==> src/rtl/core/fde_pkg.sv <==
package fde_pkg;

  // ascii codes the formatter recognizes or emits
  localparam logic [7:0] CH_PCT   = 8'h25;
  localparam logic [7:0] CH_MINUS = 8'h2d;
  localparam logic [7:0] CH_ZERO  = 8'h30;
  localparam logic [7:0] CH_LOW_A = 8'h61;
  localparam logic [7:0] CH_C     = 8'h63;
  localparam logic [7:0] CH_D     = 8'h64;
  localparam logic [7:0] CH_S     = 8'h73;
  localparam logic [7:0] CH_U     = 8'h75;
  localparam logic [7:0] CH_X     = 8'h78;

  // most digits a 32-bit value needs (decimal)
  localparam int unsigned DIGIT_MAX = 10;
  localparam int unsigned DIGIT_AW  = 4;

  // ceil(2^35 / 10): floor(v * DEC_RECIP / 2^35) == v / 10 for any 32-bit v
  localparam logic [31:0] DEC_RECIP = 32'hcccc_cccd;
  localparam int unsigned DEC_SHIFT = 35;

  // micro-program addresses
  typedef logic [3:0] uaddr_t;
  localparam uaddr_t U_IDLE   = 4'd0;
  localparam uaddr_t U_DISP   = 4'd1;
  localparam uaddr_t U_ECHO   = 4'd2;
  localparam uaddr_t U_ARGC   = 4'd3;
  localparam uaddr_t U_LITPCT = 4'd4;
  localparam uaddr_t U_NEG    = 4'd5;
  localparam uaddr_t U_DEC    = 4'd6;
  localparam uaddr_t U_HEX    = 4'd7;
  localparam uaddr_t U_MUL    = 4'd8;
  localparam uaddr_t U_DIV    = 4'd9;
  localparam uaddr_t U_EMIT   = 4'd10;
  localparam uaddr_t U_END    = 4'd11;

  typedef enum logic [2:0] {
    DP_NONE,
    DP_LOAD,
    DP_LOAD_NEG,
    DP_MUL,
    DP_DIV,
    DP_POP
  } dp_op_t;

  typedef enum logic [2:0] {
    E_NONE,
    E_FMT,
    E_ARG,
    E_PCT,
    E_MINUS,
    E_DIGIT,
    E_TOTAL
  } emit_t;

  typedef enum logic [2:0] {
    SEQ_WAIT,
    SEQ_DISP,
    SEQ_JUMP,
    SEQ_IF_MORE,
    SEQ_IF_DIGITS
  } seq_t;

  typedef struct packed {
    emit_t  emit;
    dp_op_t op;
    logic   hex;
    logic   fin;
    logic   upd_pct;
    seq_t   seq;
    uaddr_t target;
  } uword_t;

  typedef struct packed {
    dp_op_t      op;
    logic        hex;
    logic [31:0] arg;
  } dp_ctl_t;

  typedef struct packed {
    logic       more;
    logic       last_digit;
    logic [7:0] digit_ch;
  } dp_stat_t;

  function automatic logic [7:0] digit_char(input logic [3:0] d);
    logic [7:0] ch;
    if (d < 4'd10) begin
      ch = CH_ZERO + {4'b0, d};
    end else begin
      ch = CH_LOW_A + {4'b0, d} - 8'd10;
    end
    return ch;
  endfunction

endpackage

==> src/rtl/core/fde_digit_unit.sv <==
module fde_digit_unit (
  input  logic             clk,
  input  logic             rst,
  input  fde_pkg::dp_ctl_t ctl,
  output fde_pkg::dp_stat_t st
);

  logic [31:0] val;
  logic        hex;
  logic [63:0] prod;
  logic [fde_pkg::DIGIT_AW-1:0] cnt;
  logic [3:0]  dig_mem [fde_pkg::DIGIT_MAX];

  logic [31:0] q;
  logic [31:0] q_ten;
  logic [31:0] diff;
  logic [3:0]  rem;
  logic [fde_pkg::DIGIT_AW-1:0] top_idx;

  // quotient and remainder from the registered product (decimal) or a nibble shift (hex)
  always_comb begin
    if (hex) begin
      q   = {4'b0, val[31:4]};
    end else begin
      q   = 32'(prod[63:fde_pkg::DEC_SHIFT]);
    end
    q_ten = {q[28:0], 3'b0} + {q[30:0], 1'b0};
    diff  = val - q_ten;
    rem   = hex ? val[3:0] : diff[3:0];
  end

  assign top_idx       = cnt - 1'b1;
  assign st.more       = (q != 32'd0);
  assign st.last_digit = (cnt == fde_pkg::DIGIT_AW'(1));
  assign st.digit_ch   = fde_pkg::digit_char(dig_mem[top_idx]);

  always_ff @(posedge clk) begin
    if (rst) begin
      cnt <= '0;
    end else begin
      unique case (ctl.op)
        fde_pkg::DP_LOAD, fde_pkg::DP_LOAD_NEG: cnt <= '0;
        fde_pkg::DP_DIV:                        cnt <= cnt + 1'b1;
        fde_pkg::DP_POP:                        cnt <= cnt - 1'b1;
        default:                                cnt <= cnt;
      endcase
    end
  end

  always_ff @(posedge clk) begin
    unique case (ctl.op)
      fde_pkg::DP_LOAD: begin
        val <= ctl.arg;
        hex <= ctl.hex;
      end
      fde_pkg::DP_LOAD_NEG: begin
        val <= 32'd0 - ctl.arg;
        hex <= ctl.hex;
      end
      fde_pkg::DP_MUL: begin
        prod <= 64'(val) * 64'(fde_pkg::DEC_RECIP);
      end
      fde_pkg::DP_DIV: begin
        dig_mem[cnt] <= rem;
        val          <= q;
      end
      default: begin
      end
    endcase
  end

endmodule

==> src/rtl/core/format_directive_expander_core.sv <==
// a plain or single-character item goes from idle through dispatch, any handler step and
// the end step; a number runs a multiply and a divide step per digit (divide by ten for
// decimal, a nibble shift for hex), then pops one digit per cycle while out_stall allows.
// throughput: one request at a time; an output register held by out_stall stalls the sequencer.
// reset (rst, synchronous, active high): sequencer to idle, pending percent and
// character tally cleared, output register empty.
module format_directive_expander_core (
  input  logic               clk,
  input  logic               rst,
  input  logic               in_valid,
  output logic               in_stall,
  input  logic [7:0]         fmt_byte,
  input  logic [31:0]        arg_word,
  input  logic               end_of_format,
  output logic               out_valid,
  input  logic               out_stall,
  output logic [7:0]         out_byte,
  output logic               is_total,
  output logic signed [31:0] total_chars,
  output logic               run_end
);

  // micro-program: one control word per step
  function automatic fde_pkg::uword_t ucode(input fde_pkg::uaddr_t a);
    fde_pkg::uword_t w;
    w = '{emit: fde_pkg::E_NONE, op: fde_pkg::DP_NONE, hex: 1'b0, fin: 1'b0,
          upd_pct: 1'b0, seq: fde_pkg::SEQ_JUMP, target: fde_pkg::U_IDLE};
    unique case (a)
      // wait for a request
      fde_pkg::U_IDLE: begin
        w.seq    = fde_pkg::SEQ_WAIT;
        w.target = fde_pkg::U_DISP;
      end
      // classify the byte, update the pending-percent flag
      fde_pkg::U_DISP: begin
        w.seq     = fde_pkg::SEQ_DISP;
        w.upd_pct = 1'b1;
      end
      fde_pkg::U_ECHO: begin
        w.emit   = fde_pkg::E_FMT;
        w.fin    = 1'b1;
        w.target = fde_pkg::U_END;
      end
      fde_pkg::U_ARGC: begin
        w.emit   = fde_pkg::E_ARG;
        w.fin    = 1'b1;
        w.target = fde_pkg::U_END;
      end
      fde_pkg::U_LITPCT: begin
        w.emit   = fde_pkg::E_PCT;
        w.fin    = 1'b1;
        w.target = fde_pkg::U_END;
      end
      // minus sign goes out while the magnitude loads
      fde_pkg::U_NEG: begin
        w.emit   = fde_pkg::E_MINUS;
        w.op     = fde_pkg::DP_LOAD_NEG;
        w.target = fde_pkg::U_MUL;
      end
      fde_pkg::U_DEC: begin
        w.op     = fde_pkg::DP_LOAD;
        w.target = fde_pkg::U_MUL;
      end
      fde_pkg::U_HEX: begin
        w.op     = fde_pkg::DP_LOAD;
        w.hex    = 1'b1;
        w.target = fde_pkg::U_MUL;
      end
      // digit loop, least significant first into the digit stack
      fde_pkg::U_MUL: begin
        w.op     = fde_pkg::DP_MUL;
        w.target = fde_pkg::U_DIV;
      end
      fde_pkg::U_DIV: begin
        w.op     = fde_pkg::DP_DIV;
        w.seq    = fde_pkg::SEQ_IF_MORE;
        w.target = fde_pkg::U_MUL;
      end
      // pop digits most significant first
      fde_pkg::U_EMIT: begin
        w.emit   = fde_pkg::E_DIGIT;
        w.op     = fde_pkg::DP_POP;
        w.seq    = fde_pkg::SEQ_IF_DIGITS;
        w.target = fde_pkg::U_EMIT;
      end
      // count result on the last format byte
      fde_pkg::U_END: begin
        w.emit   = fde_pkg::E_TOTAL;
        w.target = fde_pkg::U_IDLE;
      end
      default: begin
      end
    endcase
    return w;
  endfunction

  // dispatch map from pending flag and byte to the handler step
  function automatic fde_pkg::uaddr_t dispatch(input logic pend, input logic [7:0] b,
                                               input logic neg);
    fde_pkg::uaddr_t t;
    t = fde_pkg::U_ECHO;
    if (!pend) begin
      if (b == fde_pkg::CH_PCT) begin
        t = fde_pkg::U_END;
      end
    end else begin
      priority if (b == fde_pkg::CH_D) begin
        t = neg ? fde_pkg::U_NEG : fde_pkg::U_DEC;
      end else if (b == fde_pkg::CH_U) begin
        t = fde_pkg::U_DEC;
      end else if (b == fde_pkg::CH_X) begin
        t = fde_pkg::U_HEX;
      end else if (b == fde_pkg::CH_C) begin
        t = fde_pkg::U_ARGC;
      end else if (b == fde_pkg::CH_PCT) begin
        t = fde_pkg::U_LITPCT;
      end else if (b == fde_pkg::CH_S) begin
        t = fde_pkg::U_END;
      end else begin
        t = fde_pkg::U_ECHO;
      end
    end
    return t;
  endfunction

  // sequencer and request registers
  fde_pkg::uaddr_t pc;
  fde_pkg::uaddr_t pc_next;
  logic            pct;
  logic [30:0]     tally;
  logic [7:0]      fmt_q;
  logic [31:0]     arg_q;
  logic            last_q;

  fde_pkg::uword_t   uw;
  fde_pkg::dp_ctl_t  ctl;
  fde_pkg::dp_stat_t st;

  logic       emit_on;
  logic       out_free;
  logic       advance;
  logic       in_take;
  logic       load;
  logic [7:0] ch;
  logic       fin_now;

  assign uw = ucode(pc);

  // the count result only goes out on the last format byte
  assign emit_on  = (uw.emit != fde_pkg::E_NONE) &&
                    !((uw.emit == fde_pkg::E_TOTAL) && !last_q);
  // output register can take a character when empty or being drained
  assign out_free = !out_valid || !out_stall;
  assign in_stall = (pc != fde_pkg::U_IDLE);
  assign in_take  = in_valid && !in_stall;
  assign advance  = (uw.seq == fde_pkg::SEQ_WAIT) ? in_valid : (!emit_on || out_free);
  assign load     = advance && emit_on;

  // datapath only moves when the step retires
  assign ctl.op  = advance ? uw.op : fde_pkg::DP_NONE;
  assign ctl.hex = uw.hex;
  assign ctl.arg = arg_q;

  fde_digit_unit u_digits (
    .clk (clk),
    .rst (rst),
    .ctl (ctl),
    .st  (st)
  );

  // next step
  always_comb begin
    pc_next = pc;
    if (advance) begin
      unique case (uw.seq)
        fde_pkg::SEQ_WAIT:      pc_next = uw.target;
        fde_pkg::SEQ_DISP:      pc_next = dispatch(pct, fmt_q, arg_q[31]);
        fde_pkg::SEQ_JUMP:      pc_next = uw.target;
        fde_pkg::SEQ_IF_MORE:   pc_next = st.more ? uw.target : pc + 1'b1;
        fde_pkg::SEQ_IF_DIGITS: pc_next = !st.last_digit ? uw.target : pc + 1'b1;
        default:                pc_next = fde_pkg::U_IDLE;
      endcase
    end
  end

  // character select for the output register
  always_comb begin
    unique case (uw.emit)
      fde_pkg::E_FMT:   ch = fmt_q;
      fde_pkg::E_ARG:   ch = arg_q[7:0];
      fde_pkg::E_PCT:   ch = fde_pkg::CH_PCT;
      fde_pkg::E_MINUS: ch = fde_pkg::CH_MINUS;
      fde_pkg::E_DIGIT: ch = st.digit_ch;
      default:          ch = 8'h00;
    endcase
  end

  // marks the last result of this request
  assign fin_now = (uw.emit == fde_pkg::E_TOTAL) ||
                   (uw.fin && !last_q) ||
                   ((uw.emit == fde_pkg::E_DIGIT) && st.last_digit && !last_q);

  always_ff @(posedge clk) begin
    if (rst) begin
      pc <= fde_pkg::U_IDLE;
    end else begin
      pc <= pc_next;
    end
  end

  // pending percent: set or cleared by dispatch, dropped by the count result
  always_ff @(posedge clk) begin
    if (rst) begin
      pct <= 1'b0;
    end else if (advance && uw.upd_pct) begin
      pct <= !pct && (fmt_q == fde_pkg::CH_PCT);
    end else if (load && (uw.emit == fde_pkg::E_TOTAL)) begin
      pct <= 1'b0;
    end
  end

  // saturating character tally, cleared once the count goes out
  always_ff @(posedge clk) begin
    if (rst) begin
      tally <= '0;
    end else if (load && (uw.emit == fde_pkg::E_TOTAL)) begin
      tally <= '0;
    end else if (load && (tally != '1)) begin
      tally <= tally + 1'b1;
    end
  end

  // request capture
  always_ff @(posedge clk) begin
    if (in_take) begin
      fmt_q  <= fmt_byte;
      arg_q  <= arg_word;
      last_q <= end_of_format;
    end
  end

  // output register
  always_ff @(posedge clk) begin
    if (rst) begin
      out_valid <= 1'b0;
    end else if (load) begin
      out_valid <= 1'b1;
    end else if (!out_stall) begin
      out_valid <= 1'b0;
    end
  end

  always_ff @(posedge clk) begin
    if (load) begin
      out_byte <= ch;
      is_total <= (uw.emit == fde_pkg::E_TOTAL);
      run_end  <= fin_now;
      if (uw.emit == fde_pkg::E_TOTAL) begin
        total_chars <= (tally == '0) ? 32'shffff_ffff : $signed({1'b0, tally});
      end else begin
        total_chars <= 32'sd0;
      end
    end
  end

`ifndef SYNTHESIS
  a_take_dispatch: assert property (@(posedge clk) disable iff (rst)
    in_take |=> (pc == fde_pkg::U_DISP))
    else $error("accepted request did not reach dispatch");

  a_total_clears: assert property (@(posedge clk) disable iff (rst)
    (load && (uw.emit == fde_pkg::E_TOTAL)) |=> ((tally == '0) && !pct))
    else $error("count result left state behind");

  a_total_shape: assert property (@(posedge clk) disable iff (rst)
    (out_valid && is_total) |-> (run_end && (out_byte == 8'h00)))
    else $error("count result malformed");

  a_digits_done: assert property (@(posedge clk) disable iff (rst)
    ((pc == fde_pkg::U_EMIT) && advance && st.last_digit) |=> (pc == fde_pkg::U_END))
    else $error("digit pop overran the stack");
`endif

endmodule
==> config.mk <==
export PLATFORM = sky130hd
export DESIGN_NAME = format_directive_expander_core
export DESIGN_NICKNAME = d
export VERILOG_FILES = /design/src/rtl/core/fde_pkg.sv /design/src/rtl/core/fde_digit_unit.sv /design/src/rtl/core/format_directive_expander_core.sv
export SDC_FILE = /design/constraint.sdc
export NUM_CORES = 2
export LEC_CHECK = 0
export BUFFER_PORTS_ARGS = -buffer_cell sky130_fd_sc_hd__buf_2
export CAP_MARGIN = 20
export CORE_ASPECT_RATIO = 2
export CORE_MARGIN = 5
export CORE_UTILIZATION = 50
export DETAILED_ROUTE_END_ITERATION = 12
export GPL_ROUTABILITY_DRIVEN = 0
export GPL_TIMING_DRIVEN = 0
export MAX_ROUTING_LAYER = met4
export PLACE_DENSITY_LB_ADDON = 0.2
export SYNTH_ARGS = -nofsm -noshare
export SYNTH_HDL_FRONTEND = slang
export SYNTH_HIERARCHICAL = 1
export SYNTH_SLANG_ARGS = --single-unit
==> constraint.sdc <==
create_clock -name clk -period 14.4 [get_ports clk]
set_input_delay 2.88 -clock clk [delete_from_list [all_inputs] [get_ports clk]]
set_output_delay 2.88 -clock clk [all_outputs]
set_load 0.02 [all_outputs]
== Word-level counts from Yosys, hierarchy flattened ==
Memory sizes are Yosys's and may differ from the RTL's.
Cells that the tools add are included.
Storage, ports and cells
  bits in registers: 221
  bits in writable memories: 40
  input bits: 45
  output and inout port bits: 44
  word-level logic and storage cells: 134
  memories kept: 1
Memories
  u_digits.dig_mem: words 10, bits a word 4, rd ports 1, clocked after Yosys merged registers in 0, wr ports 1, RTL line fde_digit_unit.sv:12  | logic [3:0] dig_mem [fde_pkg::DIGIT_MAX];
Operators by class
  add/sub/neg operators: 10
  multipliers: 1
  $lt $le $gt $ge: 1
  equal/unequal tests: 35
  mux-type cells: 34
  reductions and logical operators: 37
Operators by type and width (number)
  one-hot mux 32 bit (3 select lines): 1
  multiplier 32 x 32 -> 64 bit, second input constant: 1
  2-to-1 mux 4 bit: 11
  equality test 8 x 7 -> 1 bit, second input constant: 5
  one-hot mux 8 bit (5 select lines): 1
  2-to-1 mux 32 bit: 1
  nonzero test 32 bit: 1
  subtractor 1 x 32 -> 32 bit, first input constant: 1
  adder 31 x 1 -> 31 bit, second input constant: 1
  logical NOT 31 bit: 1
  inequality test 31 bit, second input constant: 1
  2-to-1 mux 29 bit: 1
  one-hot mux 4 bit (5 select lines): 1
  equality test 3 x 2 -> 1 bit, second input constant: 6
  equality test 3 bit, second input constant: 6
  one-hot mux 3 bit (6 select lines): 1
  equality test 4 x 3 -> 1 bit, second input constant: 4
  equality test 4 bit, second input constant: 4
  one-hot mux 4 bit (4 select lines): 1
  one-hot mux 3 bit (5 select lines): 1
  one-hot mux 3 bit (4 select lines): 1
  one-hot mux 4 bit (3 select lines): 1
  logical AND 1 bit: 11
  2-to-1 mux 1 bit: 10
  other kinds (26): 45

== Logic depth before layout (Yosys ltp) ==
  word-level depth: 13
  mapped depth: 24
  mapped depth without buffers: 24

== By module ==
The synthesis kept the hierarchy.
Modules (own cells, without submodules)
  fde_digit_unit: instances 1, cells an instance 2374, area each 23283.6 um^2, seq. area each 3143.0 um^2
  format_directive_expander_core: instances 1, cells an instance 536, area each 5746.8 um^2, seq. area each 3233.1 um^2

== Worst setup path after synthesis ==
No wires, ideal clock.
  kind: reg-to-reg
  start point: reg u_digits.val[20]
  end point: reg u_digits.prod[60] (data pin)
  setup time: 266 ps
  arrival time: 6731 ps
  required time: 14134 ps
  slack: 7403 ps
  stages on the path, launching flop included: 25
  path buffers: 1
  period minus slack after synthesis: 6997 ps
  cells stage by stage: edfxtp_1 > ha_1 > inv_1 > fa_1 > inv_1 > fa_1 > inv_1 > fa_1 > inv_1 > fa_1 > fa_1 > fa_1 > inv_1 > fa_1 > inv_1 > ha_1 > buf_2 > nand4_1 > nor4_2 > nand4b_1 > o221ai_2 > o21ai_1 > o31a_1 > o31ai_2 > xor2_1
Between the ends
  cells in the longest elaborated chain, start to end: 1
Ends and longest elaborated chain
  start, declared: RTL line fde_digit_unit.sv:8  | logic [31:0] val;
  start signal, assigned: RTL line fde_digit_unit.sv:53  | val <= ctl.arg;
  start signal, assigned: RTL line fde_digit_unit.sv:57  | val <= 32'd0 - ctl.arg;
  start signal, assigned: RTL line fde_digit_unit.sv:65  | val <= q;
  multiplier 32 x 32 -> 64 bit: RTL line fde_digit_unit.sv:61  | prod <= 64'(val) * 64'(fde_pkg::DEC_RECIP);
  end signal, assigned: RTL line fde_digit_unit.sv:61
  end, declared: RTL line fde_digit_unit.sv:10  | logic [63:0] prod;
Every way passes these cells.
A chain may end at the register's enable or synchronous reset.

== Worst setup path in the final report ==
  start point: reg u_digits.val[7]
  end point: reg u_digits.prod[55] (data pin)
The elaborated chain is that of the path after synthesis.

==> impl_metrics.csv <==
group,metric,value,unit
status,status,"complete, no violations",
critical_path,crit_chain,"ha_1, clkbuf_1, xor2_1, a21o_1, fa_1, fa_1, fa_1, fa_1, fa_1, ha_1, ha_1, clkbuf_1, nand4_1, a211oi_1, o21ai_1, a211oi_1, o211ai_1, and4_1",
critical_path,crit_slowest_cell,"a211oi_1",
finish,synthToLayoutAreaGrowth,7.250,%
sta,finClkSkew,0.01550,ns
critical_path,path_buf_inv,2,
floorplanning,coreArea,0.05787,mm²
sta,max_freq,113.9,MHz
route,drcViolationCount,0,
floorplanning,pin_count,89,
finish,drive_above_1_share,6.353,%
place,io_buffers,88,
logic_synthesis,synth_seq_cells,226,
run,drv_cap,0,
logic_synthesis,syn_nets,3706,
cts,cts_buffers,19,
cts,cts_buffer_depth,3,
route,wl_per_cell,24.20,µm
route,drt-pass1-iter-count,6,
sta,worst_pin_slew,1.016,ns
floorplanning,fp.dieW,180.4,µm
cts,post_cts_buffers,0,
critical_path,cp.depth,18,
route,num_vias,22098,
global_routing,grt-ovfl-total,0,
finish,num_antenna_cells,0,
logic_synthesis,synth_area_leader_cell,"fa_1",
logic_synthesis,ys_async_sr_fraction,0,%
cts,worstSkewPairLatency,0.53,ns
logic_synthesis,yosysSeqAreaShare,21.96,%
sta,fin_worst_hold_slack,0.5433,ns
cts,clk_pin_slew,0.08,ns
logic_synthesis,syn_area,0.02903,mm²
route,wl,91970,µm
logic_synthesis,synth_top_area_share,26.62,%
floorplanning,fp.dieArea,0.06327,mm²
critical_path,worstSetupEndpointType,"register",
cts,cts_hold_buffers,0,
hold_path,worstHoldPathCells,1,
cts,cts_tree,"done",
cts,cts_root_buffer,"clkbuf_16",
critical_path,worst-path-max-fanout,9,
sta,slew_headroom,31.88,%
sta,rsz0062_at_grt,"no",
finish,fill_cells,5239,
floorplanning,rows,125,
logic_synthesis,synth.distinct_cells,91,
cts,post_cts_resized,0,
critical_path,crit_type,"reg -> reg",
route,first_iter_violations,1406,
finish,nets,3822,
global_routing,first_global_vias,24445,
global_routing,grt_start_max_net_pins,49,
critical_path,ff2ff_path_depth,18,
floorplanning,die_h,350.8,µm
logic_synthesis,synth_commonest_cells,"645 x inv_1, 386 x fa_1, 365 x ha_1, 185 x edfxtp_1, 145 x nor2_1",
logic_synthesis,ys_warn_count,6,
route,ant_nets,0,
hold_path,hold_path.class,"reg -> reg",
logic_synthesis,synthFlopType,"edfxtp_1",
cts,htreeDepth,1,
critical_path,critical_path.top_delay_family,"adder cells",
logic_synthesis,yosysMostFrequentCell,"inv_1",
sta,hold_violations,0,
floorplanning,initial_core_util,50.17,%
global_routing,antenna_found_initial,0,
global_routing,gr-usage-all-layers,29.96,%
critical_path,cpPeakStageDelay,0.92,ns
logic_synthesis,synth.area.top_cells,"fa_1 27%, edfxtp_1 19%, ha_1 16%, inv_1 8.3%, dfxtp_1 2.8%",
critical_path,arrival,9.05,ns
critical_path,required,14.67,ns
critical_path,cp_common_cell,"fa_1",
cts,numClockSinks,226,
global_routing,grt_pass1_wl,140100,µm
sta,final.min_clock_period,8.782,ns
sta,setup_violations,0,
sta,setup_tns,0,ns
sta,min_period_over_period,60.98,%
place,dp_hpwl,78230,µm
logic_synthesis,synth-edff-count,185,
logic_synthesis,avgSynthCellArea,9.976,µm²
sta,maxSlewViolCount,0,
route,vias_per_cell,5.815,
critical_path,start_kind,"register",
logic_synthesis,syn_inst,2910,
## placed cells by master, fill, tap and decap left out, drive strengths merged, types with 30 or more instances in the layout
cell,synthesis,final
clkbuf,58,81
nand4,41,41
fa,386,386
o21ai,109,109
buf,32,125
nor3,43,43
inv,647,650
ha,365,365
nand2,134,134
edfxtp,185,185
a21oi,132,132
dfxtp,41,41
nand3,40,40
nor2,145,145
mux2i,39,39
o31ai,30,30
xor2,51,51
a21o,38,38
xnor2,36,36
## metal layers
layer | vias up | share of wire [%] | global-route usage, %
li1 | 9946 | - | -
met2 | 945 | 54 | 55.52
met4 | 0 | 11 | 24.99
met1 | 10764 | 31 | 27.76
met5 | - | 0 | -
met3 | 443 | 4.0 | 2.256
## area by class of cell
| cell class | count | area [µm²] | area share (%) |
|---|---|---|---|
| Sequential cell | 226 | 6376 | 20.48 |
| Clock inverter | 11 | 118.9 | 0.3818 |
| Buffer | 90 | 421.7 | 1.354 |
| Timing Repair Buffer | 95 | 540.5 | 1.736 |
| Inverter | 647 | 2431 | 7.808 |
| Tap cell | 762 | 953.4 | 3.062 |
| Multi-Input combinational cell | 1947 | 19810 | 63.62 |
| Clock buffer | 22 | 486.7 | 1.563 |
## worst register-to-register path: stages, from the launching register on
cell	delay, ns
edfxtp_1	0.68
ha_1	0.56
clkbuf_1	0.33
xor2_1	0.80
a21o_1	0.44
fa_1	0.52
fa_1	0.54
fa_1	0.55
fa_1	0.54
fa_1	0.51
ha_1	0.31
ha_1	0.27
clkbuf_1	0.31
nand4_1	0.27
a211oi_1	0.28
o21ai_1	0.24
a211oi_1	0.92
o211ai_1	0.24
and4_1	0.22
## final timing paths
kind	startpoint	endpoint	slack (ns)
min reg2reg	pc[0]$_SDFFE_PP0P_	pc[0]$_SDFFE_PP0P_	0.54
max	u_digits/val[7]$_DFFE_PP_	u_digits/prod[55]$_DFFE_PN_	5.62
max reg2reg	u_digits/val[7]$_DFFE_PP_	u_digits/prod[55]$_DFFE_PN_	5.62
min	pc[0]$_SDFFE_PP0P_	pc[0]$_SDFFE_PP0P_	0.54
## stage by stage
step                area (µm²)  setup slack, ns  util (%)  std cells
floorplan                29030            7.403         -       2910
finish                   31130            5.618     53.80       3800
global placement         30420            4.520     52.58       3760
CTS                      31130            5.714     53.79       3799
global route             31130            5.425     53.80       3800
detailed placement       30520            5.766     52.74       3766
## logic make-up after synthesis
logic type	after synthesis	synth area share, %
simple gates	588	10.54
buf+inv	737	9.827
xor+xnor	87	2.625
other cells	2	0.02587
compound gates	463	10.36
flops	226	21.96
mux	56	2.314
fa+ha+maj	751	42.35
## sequential cells by signal, summed over array words and instances, names as in the netlist
signal / flops
u_digits/dig_mem: 40
total_chars: 32
u_digits/prod: 29
pct: 1
tally: 31
is_total: 1
fmt_q: 8
arg_q: 32
u_digits/val: 32
u_digits/hex: 1
out_byte: 8
pc: 4
u_digits/cnt: 4
last_q: 1
run_end: 1
out_valid: 1
Power is left out: the tool's default activity adds up to more than one toggle a clock period on the data nets, which glitch-free logic cannot reach.
